==> src/fpra_pkg.sv <==
// Shared types, constants and helper functions for the fixed-point to radix ASCII converter.
package fpra_pkg;

    // Default geometry of the fixed-point input
    localparam int unsigned INT_BITS_DEF      = 31;
    localparam int unsigned FRAC_BITS_DEF     = 32;
    localparam int unsigned MAX_FRAC_DIG_DEF  = 32;

    // Stream and configuration port widths
    localparam int unsigned S_DATA_W   = 64;   // value_q (63 bits) padded to whole bytes
    localparam int unsigned M_DATA_W   = 8;    // text_char (7 bits) padded to a byte
    localparam int unsigned CHAR_W     = 7;
    localparam int unsigned DIGIT_W    = 4;
    localparam int unsigned RADIX_W    = 5;
    localparam int unsigned FDIG_W     = 6;
    localparam int unsigned CFG_IDX_W  = 2;
    localparam int unsigned CFG_DATA_W = 6;

    // Bits of the integer part handled per divider cycle
    localparam int unsigned DIV_CHUNK  = 8;

    // Register indexes
    localparam logic [CFG_IDX_W-1:0] REG_RADIX       = 2'd0;
    localparam logic [CFG_IDX_W-1:0] REG_FRAC_DIGITS = 2'd1;

    // Register reset values and radix limits
    localparam logic [RADIX_W-1:0] RADIX_RESET = 5'd10;
    localparam logic [RADIX_W-1:0] RADIX_MIN   = 5'd2;
    localparam logic [RADIX_W-1:0] RADIX_MAX   = 5'd16;

    // ASCII codes
    localparam logic [CHAR_W-1:0] CH_ZERO = 7'h30;
    localparam logic [CHAR_W-1:0] CH_A    = 7'h41;
    localparam logic [CHAR_W-1:0] CH_DOT  = 7'h2E;
    localparam logic [DIGIT_W-1:0] DEC_LIMIT = 4'd10;

    // Sequencer states
    typedef enum logic [2:0] {
        ST_IDLE,
        ST_DIV,
        ST_INT_RD,
        ST_INT_PUT,
        ST_DOT,
        ST_FRAC
    } t_state;

    // Digit value to its ASCII character
    function automatic logic [CHAR_W-1:0] digit_char(input logic [DIGIT_W-1:0] d);
        logic [CHAR_W-1:0] dz;
        dz = {{(CHAR_W-DIGIT_W){1'b0}}, d};
        if (d < DEC_LIMIT) begin
            digit_char = CH_ZERO + dz;
        end else begin
            digit_char = CH_A + dz - {{(CHAR_W-DIGIT_W){1'b0}}, DEC_LIMIT};
        end
    endfunction

endpackage

==> src/fpra_arith.sv <==
// Shared arithmetic unit: one 8-bit chunk of division by the radix, and fraction times radix.
module fpra_arith #(
    parameter int unsigned FRAC_BITS = fpra_pkg::FRAC_BITS_DEF
) (
    input  logic [fpra_pkg::RADIX_W-1:0]   i_base,
    // division chunk
    input  logic [fpra_pkg::DIGIT_W-1:0]   i_rem,
    input  logic [fpra_pkg::DIV_CHUNK-1:0] i_chunk,
    output logic [fpra_pkg::DIV_CHUNK-1:0] o_qbits,
    output logic [fpra_pkg::DIGIT_W-1:0]   o_rem,
    // fraction multiply
    input  logic [FRAC_BITS-1:0]           i_frac,
    output logic [fpra_pkg::DIGIT_W-1:0]   o_fdigit,
    output logic [FRAC_BITS-1:0]           o_frac
);
    import fpra_pkg::*;

    logic [RADIX_W-1:0]           part;
    logic [FRAC_BITS+RADIX_W-1:0] prod;

    // Restoring division, one quotient bit per step, remainder stays below the base
    always_comb begin
        part = {1'b0, i_rem};
        for (int k = DIV_CHUNK - 1; k >= 0; k--) begin
            part = {part[RADIX_W-2:0], i_chunk[k]};
            if (part >= i_base) begin
                part       = part - i_base;
                o_qbits[k] = 1'b1;
            end else begin
                o_qbits[k] = 1'b0;
            end
        end
        o_rem = part[DIGIT_W-1:0];
    end

    // Next fraction digit is the integer part of fraction * base
    always_comb begin
        prod     = {{RADIX_W{1'b0}}, i_frac} * {{FRAC_BITS{1'b0}}, i_base};
        o_fdigit = prod[FRAC_BITS +: DIGIT_W];
        o_frac   = prod[FRAC_BITS-1:0];
    end

endmodule

==> src/fpra_digit_mem.sv <==
// Integer digit store, least significant digit at address zero, registered read.
module fpra_digit_mem #(
    parameter int unsigned DEPTH = fpra_pkg::INT_BITS_DEF,
    parameter int unsigned AW    = $clog2(DEPTH)
) (
    input  logic                          i_clk,
    input  logic                          i_wr_en,
    input  logic [AW-1:0]                 i_wr_addr,
    input  logic [fpra_pkg::DIGIT_W-1:0]  i_wr_data,
    input  logic [AW-1:0]                 i_rd_addr,
    output logic [fpra_pkg::DIGIT_W-1:0]  o_rd_data
);
    import fpra_pkg::*;

    logic [DIGIT_W-1:0] mem [DEPTH];

    // Write port
    always_ff @(posedge i_clk) begin
        if (i_wr_en) begin
            mem[i_wr_addr] <= i_wr_data;
        end
    end

    // Read port
    always_ff @(posedge i_clk) begin
        o_rd_data <= mem[i_rd_addr];
    end

endmodule

==> src/fixed_point_to_radix_ascii.sv <==
// Top level: converts one unsigned fixed-point value into a stream of ASCII characters.
//
// Input stream (i_s_*): one item per value; tdata[62:0] holds the fixed-point
// value, INT_BITS integer bits above FRAC_BITS fraction bits. Output stream
// (o_m_*): one item per character, tdata[6:0] the ASCII code, tlast on the
// final character. Configuration (i_cfg_*): index 0 = radix (low 5 data bits,
// 2..16, values outside saturate), index 1 = number of fraction digits (saturates at
// MAX_FRAC_DIGITS); write only while the block is idle.
// Timing: the integer part is divided by the radix in an 8-bit-per-cycle
// shared divider, one 8-bit chunk after another for each integer digit.
// Each integer digit is then emitted from a read state and a put state, as
// the digit store read is registered; the '.' comes from the dot state and
// each fraction digit from the fraction state (one fraction*radix multiply
// each). One value is converted at a time and o_s_tready is high only when idle.
// Reset clears the sequencer and the output valid and restores radix 10 and
// zero fraction digits. A stalled receiver holds the output register and the
// sequencer waits; a new value may be accepted while the last character waits.
module fixed_point_to_radix_ascii #(
    parameter int unsigned INT_BITS        = fpra_pkg::INT_BITS_DEF,
    parameter int unsigned FRAC_BITS       = fpra_pkg::FRAC_BITS_DEF,
    parameter int unsigned MAX_FRAC_DIGITS = fpra_pkg::MAX_FRAC_DIG_DEF
) (
    input  logic                              i_clk,
    input  logic                              i_rst_n,
    // input stream
    input  logic                              i_s_tvalid,
    output logic                              o_s_tready,
    input  logic [fpra_pkg::S_DATA_W-1:0]     i_s_tdata,   // [62:0] value_q, [63] zero
    // output stream
    output logic                              o_m_tvalid,
    input  logic                              i_m_tready,
    output logic [fpra_pkg::M_DATA_W-1:0]     o_m_tdata,   // [6:0] text_char, [7] zero
    output logic                              o_m_tlast,   // is_last
    // configuration writes
    input  logic                              i_cfg_valid,
    output logic                              o_cfg_ready,
    input  logic [fpra_pkg::CFG_IDX_W-1:0]    i_cfg_index,
    input  logic [fpra_pkg::CFG_DATA_W-1:0]   i_cfg_data
);
    import fpra_pkg::*;

    localparam int unsigned DIV_CYC = (INT_BITS + DIV_CHUNK - 1) / DIV_CHUNK;
    localparam int unsigned DW      = DIV_CYC * DIV_CHUNK;
    localparam int unsigned AW      = $clog2(INT_BITS);
    localparam int unsigned CYC_W   = $clog2(DIV_CYC + 1);
    localparam logic [AW-1:0]     IDX_LAST = AW'(INT_BITS - 1);
    localparam logic [CYC_W-1:0]  CYC_LAST = CYC_W'(DIV_CYC - 1);
    localparam logic [FDIG_W-1:0] FDIG_MAX = FDIG_W'(MAX_FRAC_DIGITS);

    t_state               r_state, n_state;
    logic [RADIX_W-1:0]   r_cfg_radix;
    logic [FDIG_W-1:0]    r_cfg_frac;
    logic [RADIX_W-1:0]   r_base, n_base;
    logic [FDIG_W-1:0]    r_nfrac, n_nfrac;
    logic [DW-1:0]        r_dvd, n_dvd;
    logic [DIGIT_W-1:0]   r_rem, n_rem;
    logic [CYC_W-1:0]     r_cyc, n_cyc;
    logic [AW-1:0]        r_idx, n_idx;
    logic [FRAC_BITS-1:0] r_frac, n_frac;
    logic [FDIG_W-1:0]    r_fcnt, n_fcnt;
    logic                 r_m_valid, n_m_valid;
    logic [CHAR_W-1:0]    r_m_char, n_m_char;
    logic                 r_m_last, n_m_last;

    logic                 s_acc;
    logic                 out_free;
    logic [DW+DIV_CHUNK-1:0] dvd_sh;
    logic [DIV_CHUNK-1:0] qbits;
    logic [DIGIT_W-1:0]   rem_out;
    logic [DIGIT_W-1:0]   fdigit;
    logic [FRAC_BITS-1:0] frac_out;
    logic                 mem_wr;
    logic [DIGIT_W-1:0]   mem_rd_data;
    logic [RADIX_W-1:0]   radix_sat;
    logic [FDIG_W-1:0]    frac_sat;

    assign o_s_tready  = (r_state == ST_IDLE);
    assign o_cfg_ready = 1'b1;
    assign s_acc       = i_s_tvalid && o_s_tready;
    assign out_free    = !r_m_valid || i_m_tready;
    assign o_m_tvalid  = r_m_valid;
    assign o_m_tdata   = {1'b0, r_m_char};
    assign o_m_tlast   = r_m_last;

    // Saturated configuration values, latched per item
    assign radix_sat = (r_cfg_radix < RADIX_MIN) ? RADIX_MIN :
                       (r_cfg_radix > RADIX_MAX) ? RADIX_MAX : r_cfg_radix;
    assign frac_sat  = (r_cfg_frac > FDIG_MAX) ? FDIG_MAX : r_cfg_frac;

    fpra_arith #(
        .FRAC_BITS (FRAC_BITS)
    ) u_arith (
        .i_base   (r_base),
        .i_rem    (r_rem),
        .i_chunk  (r_dvd[DW-1 -: DIV_CHUNK]),
        .o_qbits  (qbits),
        .o_rem    (rem_out),
        .i_frac   (r_frac),
        .o_fdigit (fdigit),
        .o_frac   (frac_out)
    );

    assign dvd_sh = {r_dvd, qbits};
    assign mem_wr = (r_state == ST_DIV) && (r_cyc == CYC_LAST);

    fpra_digit_mem #(
        .DEPTH (INT_BITS),
        .AW    (AW)
    ) u_digits (
        .i_clk     (i_clk),
        .i_wr_en   (mem_wr),
        .i_wr_addr (r_idx),
        .i_wr_data (rem_out),
        .i_rd_addr (r_idx),
        .o_rd_data (mem_rd_data)
    );

    // Configuration registers
    always_ff @(posedge i_clk) begin
        if (!i_rst_n) begin
            r_cfg_radix <= RADIX_RESET;
            r_cfg_frac  <= '0;
        end else if (i_cfg_valid) begin
            case (i_cfg_index)
                REG_RADIX:       r_cfg_radix <= i_cfg_data[RADIX_W-1:0];
                REG_FRAC_DIGITS: r_cfg_frac  <= i_cfg_data;
                default: ;
            endcase
        end
    end

    // Sequencer and working registers
    always_ff @(posedge i_clk) begin
        if (!i_rst_n) begin
            r_state   <= ST_IDLE;
            r_base    <= RADIX_RESET;
            r_nfrac   <= '0;
            r_idx     <= '0;
            r_fcnt    <= '0;
            r_cyc     <= '0;
            r_m_valid <= 1'b0;
        end else begin
            r_state   <= n_state;
            r_base    <= n_base;
            r_nfrac   <= n_nfrac;
            r_idx     <= n_idx;
            r_fcnt    <= n_fcnt;
            r_cyc     <= n_cyc;
            r_m_valid <= n_m_valid;
        end
    end

    always_ff @(posedge i_clk) begin
        r_dvd    <= n_dvd;
        r_rem    <= n_rem;
        r_frac   <= n_frac;
        r_m_char <= n_m_char;
        r_m_last <= n_m_last;
    end

    // Next state and datapath control
    always_comb begin
        n_state   = r_state;
        n_base    = r_base;
        n_nfrac   = r_nfrac;
        n_dvd     = r_dvd;
        n_rem     = r_rem;
        n_cyc     = r_cyc;
        n_idx     = r_idx;
        n_frac    = r_frac;
        n_fcnt    = r_fcnt;
        n_m_valid = r_m_valid && !i_m_tready;
        n_m_char  = r_m_char;
        n_m_last  = r_m_last;

        case (r_state)
            ST_IDLE: begin
                if (s_acc) begin
                    n_base  = radix_sat;
                    n_nfrac = frac_sat;
                    n_dvd   = DW'(i_s_tdata[FRAC_BITS +: INT_BITS]);
                    n_frac  = i_s_tdata[FRAC_BITS-1:0];
                    n_rem   = '0;
                    n_cyc   = '0;
                    n_idx   = '0;
                    n_fcnt  = '0;
                    n_state = ST_DIV;
                end
            end
            // one chunk of the division per cycle; the digit is stored on the last chunk
            ST_DIV: begin
                n_dvd = dvd_sh[DW-1:0];
                if (r_cyc == CYC_LAST) begin
                    n_rem = '0;
                    n_cyc = '0;
                    if (dvd_sh[DW-1:0] == '0 || r_idx == IDX_LAST) begin
                        n_state = ST_INT_RD;
                    end else begin
                        n_idx = r_idx + 1'b1;
                    end
                end else begin
                    n_rem = rem_out;
                    n_cyc = r_cyc + 1'b1;
                end
            end
            ST_INT_RD: begin
                n_state = ST_INT_PUT;
            end
            // integer digits, most significant first
            ST_INT_PUT: begin
                if (out_free) begin
                    n_m_valid = 1'b1;
                    n_m_char  = digit_char(mem_rd_data);
                    n_m_last  = (r_idx == '0) && (r_frac == '0);
                    if (r_idx != '0) begin
                        n_idx   = r_idx - 1'b1;
                        n_state = ST_INT_RD;
                    end else if (r_frac != '0) begin
                        n_state = ST_DOT;
                    end else begin
                        n_state = ST_IDLE;
                    end
                end
            end
            ST_DOT: begin
                if (out_free) begin
                    n_m_valid = 1'b1;
                    n_m_char  = CH_DOT;
                    n_m_last  = (r_nfrac == '0);
                    n_state   = (r_nfrac == '0) ? ST_IDLE : ST_FRAC;
                end
            end
            // fraction digits, one multiply each
            ST_FRAC: begin
                if (out_free) begin
                    n_m_valid = 1'b1;
                    n_m_char  = digit_char(fdigit);
                    n_frac    = frac_out;
                    n_fcnt    = r_fcnt + 1'b1;
                    n_m_last  = (n_fcnt == r_nfrac);
                    if (n_fcnt == r_nfrac) begin
                        n_state = ST_IDLE;
                    end
                end
            end
            default: begin
                n_state = ST_IDLE;
            end
        endcase
    end

    // Checks on the sequencer
    a_accept_starts_div: assert property (@(posedge i_clk) disable iff (!i_rst_n)
        s_acc |=> (r_state == ST_DIV))
        else $error("accepted item did not start division");

    a_base_in_range: assert property (@(posedge i_clk) disable iff (!i_rst_n)
        (r_base >= RADIX_MIN) && (r_base <= RADIX_MAX))
        else $error("working radix out of range");

    a_fcnt_bounded: assert property (@(posedge i_clk) disable iff (!i_rst_n)
        r_fcnt <= r_nfrac)
        else $error("fraction digit count overran");

    a_idx_bounded: assert property (@(posedge i_clk) disable iff (!i_rst_n)
        r_idx <= IDX_LAST)
        else $error("digit index beyond store");

    a_no_write_while_emit: assert property (@(posedge i_clk) disable iff (!i_rst_n)
        (r_state == ST_INT_PUT || r_state == ST_INT_RD) |-> !mem_wr)
        else $error("digit store written during emission");

endmodule

==> config.mk <==
export PLATFORM = sky130hd
export DESIGN_NAME = fixed_point_to_radix_ascii
export DESIGN_NICKNAME = d
export VERILOG_FILES = /design/src/fpra_pkg.sv /design/src/fpra_arith.sv /design/src/fpra_digit_mem.sv /design/src/fixed_point_to_radix_ascii.sv
export SDC_FILE = /design/constraint.sdc
export NUM_CORES = 1
export LEC_CHECK = 0
export ABC_CLOCK_PERIOD_IN_PS = 21300
export BUFFER_PORTS_ARGS = -buffer_cell sky130_fd_sc_hd__buf_2
export CAP_MARGIN = 25
export CORE_MARGIN = 10
export CORE_UTILIZATION = 45
export CTS_CLUSTER_SIZE = 16
export DETAILED_ROUTE_END_ITERATION = 8
export GPL_TIMING_DRIVEN = 0
export PLACE_DENSITY_LB_ADDON = 0.2
export SYNTH_ARGS = -nofsm -noshare
export SYNTH_HDL_FRONTEND = slang
export SYNTH_SLANG_ARGS = --single-unit
==> constraint.sdc <==
create_clock -name i_clk -period 21.3 [get_ports i_clk]
set_input_delay 2.13 -clock i_clk [delete_from_list [all_inputs] [get_ports i_clk]]
set_output_delay 2.13 -clock i_clk [all_outputs]
set_load 0.05 [all_outputs]
==> key figures <==
Synthesis
  • Yosys top cell by area: edfxtp_1
  • Main flop type after synthesis: edfxtp_1
  • Syn Area/Cell: 11.0 µm²
  • Net Count, Synth: 1,803
  • Asr flop ratio synth: 0%
  • Synthesized flop and latch total: 244
  • Synth top area cells: edfxtp_1, fa_1, ha_1, dfxtp_1, nand2_1
  • Sequential area share after synthesis: 40.9%
  • Synth Cell Area: 16,900 µm²
  • Synthesized instance count: 1,537
  • Yosys cell types: 81
  • Synth top area share: 35.6%
  • Number of synthesized flops with an enable pin: 200
  • Ys Warns: 0

Critical path
  • Critical path's slowest cell: dfxtp_1
  • Kind of critical path: flip-flop to flip-flop
  • Crit path buffers/inverters: 8
  • Crit path DAT: 15.15 ns
  • CP Data Required Time: 21.79 ns
  • Worst-path maximum fanout: 13
  • Highest cell delay on the worst timing path: 0.95 ns
  • Most frequent CP cell: a21o_1
  • Crit end category: flip-flop
  • Top delay family on crit path: compound AO/OA/AOI/OAI gates
  • Critical path launch point type: flip-flop

STA
  • RSZ-0062 raised after global routing: no
  • Count of pins over their slew limit: 0
  • Fin worst setup slack: 6.64 ns
  • Hold Fails Final Rpt: 0
  • Maximum clock rate: 0.0682 GHz
  • Layout Skew: 0.0248 ns
  • Final Cycle Share: 68.8%
  • Worst Tran Pin Value: 0.973 ns
  • Slew Limit Headroom: 35.0%
  • Setup violations, final: 0
  • Fin Setup TNS: 0 ns
  • Post-layout minimum cycle time: 14.66 ns

Clock network
  • CTS tree: built
  • Clk buf depth: 3
  • Worst skew pair latency: 0.58 ns
  • CTS sink cnt: 244
  • Hold_buf cts: 0
  • Post-cts resize count: 0
  • Postcts setup bufs: 0
  • TritonCTS Buffers: 28
  • Clock transition at the registers of the reported paths: 0.06 ns
  • Clk root buf: clkbuf_16
  • H-tree depth: 1

GRT
  • Largest net degree at the start of global routing: 37
  • Vias in the first global route: 12,500
  • Antenna violations before repair: 0
  • Total track usage: 18.6%
  • First-pass GRT wire length: 67,100 µm
  • GRT Residual Overflow: 0

Layout
  • Area growth from synthesis to layout: 11.7%
  • Inserted Diodes: 0
  • Layout cells sized above 1: 14.2%
  • Most frequent cells in the layout: edfxtp_1, nand2_1, inv_1
  • Commonest non-fill, non-tap cell in the layout: edfxtp_1
  • Final design utilization: 51.2%
  • Nets@finish: 1,920
  • Fin cells: 2,144

Floorplan
  • I/O Pins: 89
  • Std-Cell Rows: 70
  • Die Wd: 214 µm
  • DIE AREA: 45,600 µm²
  • Die Ht: 214 µm
  • Initial Util: 45.8%
  • Total core area: 36,800 µm²

Route
  • Vias/cell: 5.58
  • Wire length per cell: 19.5 µm
  • Number of nets with antenna violations after routing: 0
  • Routed wire length: 41,700 µm
  • Initial DRC count: 736
  • Initial DRT Pass Iterations: 5
  • Drt drc: 0
  • Routed vias: 12,000

Placement
  • Final HPWL DP: 31,400 µm
  • Gpl congestion: 0.906
  • Placed insts: 2,092
  • Port bufs: 85
  • Pre-CTS WS: 6.51 ns

Run
  • Maxcap violations: 0

Run status
  • Run status: completed

Worst hold path
  • Worst Hold Class: flip-flop to flip-flop
## cell usage after synthesis (all sizes together) (3+ instances only)
cell     count
a2111oi      4
a211oi       7
a21boi      10
a21o        35
a21oi       75
a221o        4
a22oi        4
a31oi        8
a41oi        3
and2        75
and3        14
buf         11
clkbuf      46
dfxtp       44
edfxtp     200
fa          98
ha          91
inv        107
mux2        47
mux2i       22
mux4        28
nand2      189
nand2b      22
nand3       20
nand3b       5
nand4        9
nor2        84
nor2b       40
nor3        15
nor3b        8
nor4        15
nor4b        3
o211ai       3
o21a         6
o21ai       67
o21bai       3
o311ai       5
o31ai        3
or2          4
or3          6
xnor2       43
xor2        21
## final timing paths
| check | to | from | depth (start not counted) | slack [ns] |
|---|---|---|---|---|
| worst max-delay path | r_idx[2] | r_base[1] | 56 | 6.64 |
| worst min register to register | r_cyc[2] | r_cyc[2] | 2 | 0.44 |
| worst min-delay path | r_cyc[2] | r_cyc[2] | 2 | 0.44 |
| worst max register to register | r_idx[2] | r_base[1] | 56 | 6.64 |
## stage by stage
stage                     instance area [µm²]  hold WS [ns]
after floorplan                         16900         0.417
after detailed placement                17900         0.438
after global placement                  17900         0.427
final                                   18800         0.440
after CTS                               18800         0.445
after global routing                    18800         0.475
## worst min-delay path, delay by kind of cell (launching register included)
family / cells / cell delay, ns
flops: 1 / 0.30
simple gates: 1 / 0.05
compound gates: 1 / 0.04
## registers in the layout, summed over array words and instances (netlist names)
name,flops
o_m_tvalid,1
r_rem,4
r_idx,5
o_m_tlast,1
r_frac,32
u_digits.mem,124
r_state,3
u_digits.o_rd_data,4
r_cfg_radix,5
r_dvd,32
r_nfrac,6
r_cyc,3
r_cfg_frac,6
r_fcnt,6
r_base,5
r_m_char,7
## logic make-up after synthesis
logic type / Yosys count / share of synthesized area, %
other: 2 / 0.0446
and+or+nand+nor: 517 / 15.2
muxes: 97 / 8.19
DFF: 244 / 40.9
buffers and inverters: 165 / 3.93
xor gates and xnor gates: 64 / 3.37
adders and majority gates: 189 / 18.4
AOI/OAI and AO/OA: 259 / 10.0
## cell type report
cell class	count	area [µm²]
buffer	58	260
clock buffer	40	787
clock inverter	12	110
fill	3322	18000
inverter	107	402
multi-input combinational	1128	9310
sequential	244	6890
tap	468	586
timing repair buffer	87	480
## layer usage
layer	up-vias	GRT usage, %	share of wire [%]
met3	53	2.99	5.3
met2	293	31.6	49
li1	5675	-	-
met1	5952	24.2	43
met5	-	0	0
met4	0	4.77	2.2
Power is not shown: default switching activity piles up to over one toggle a cycle in this logic, so the estimate is an artifact.
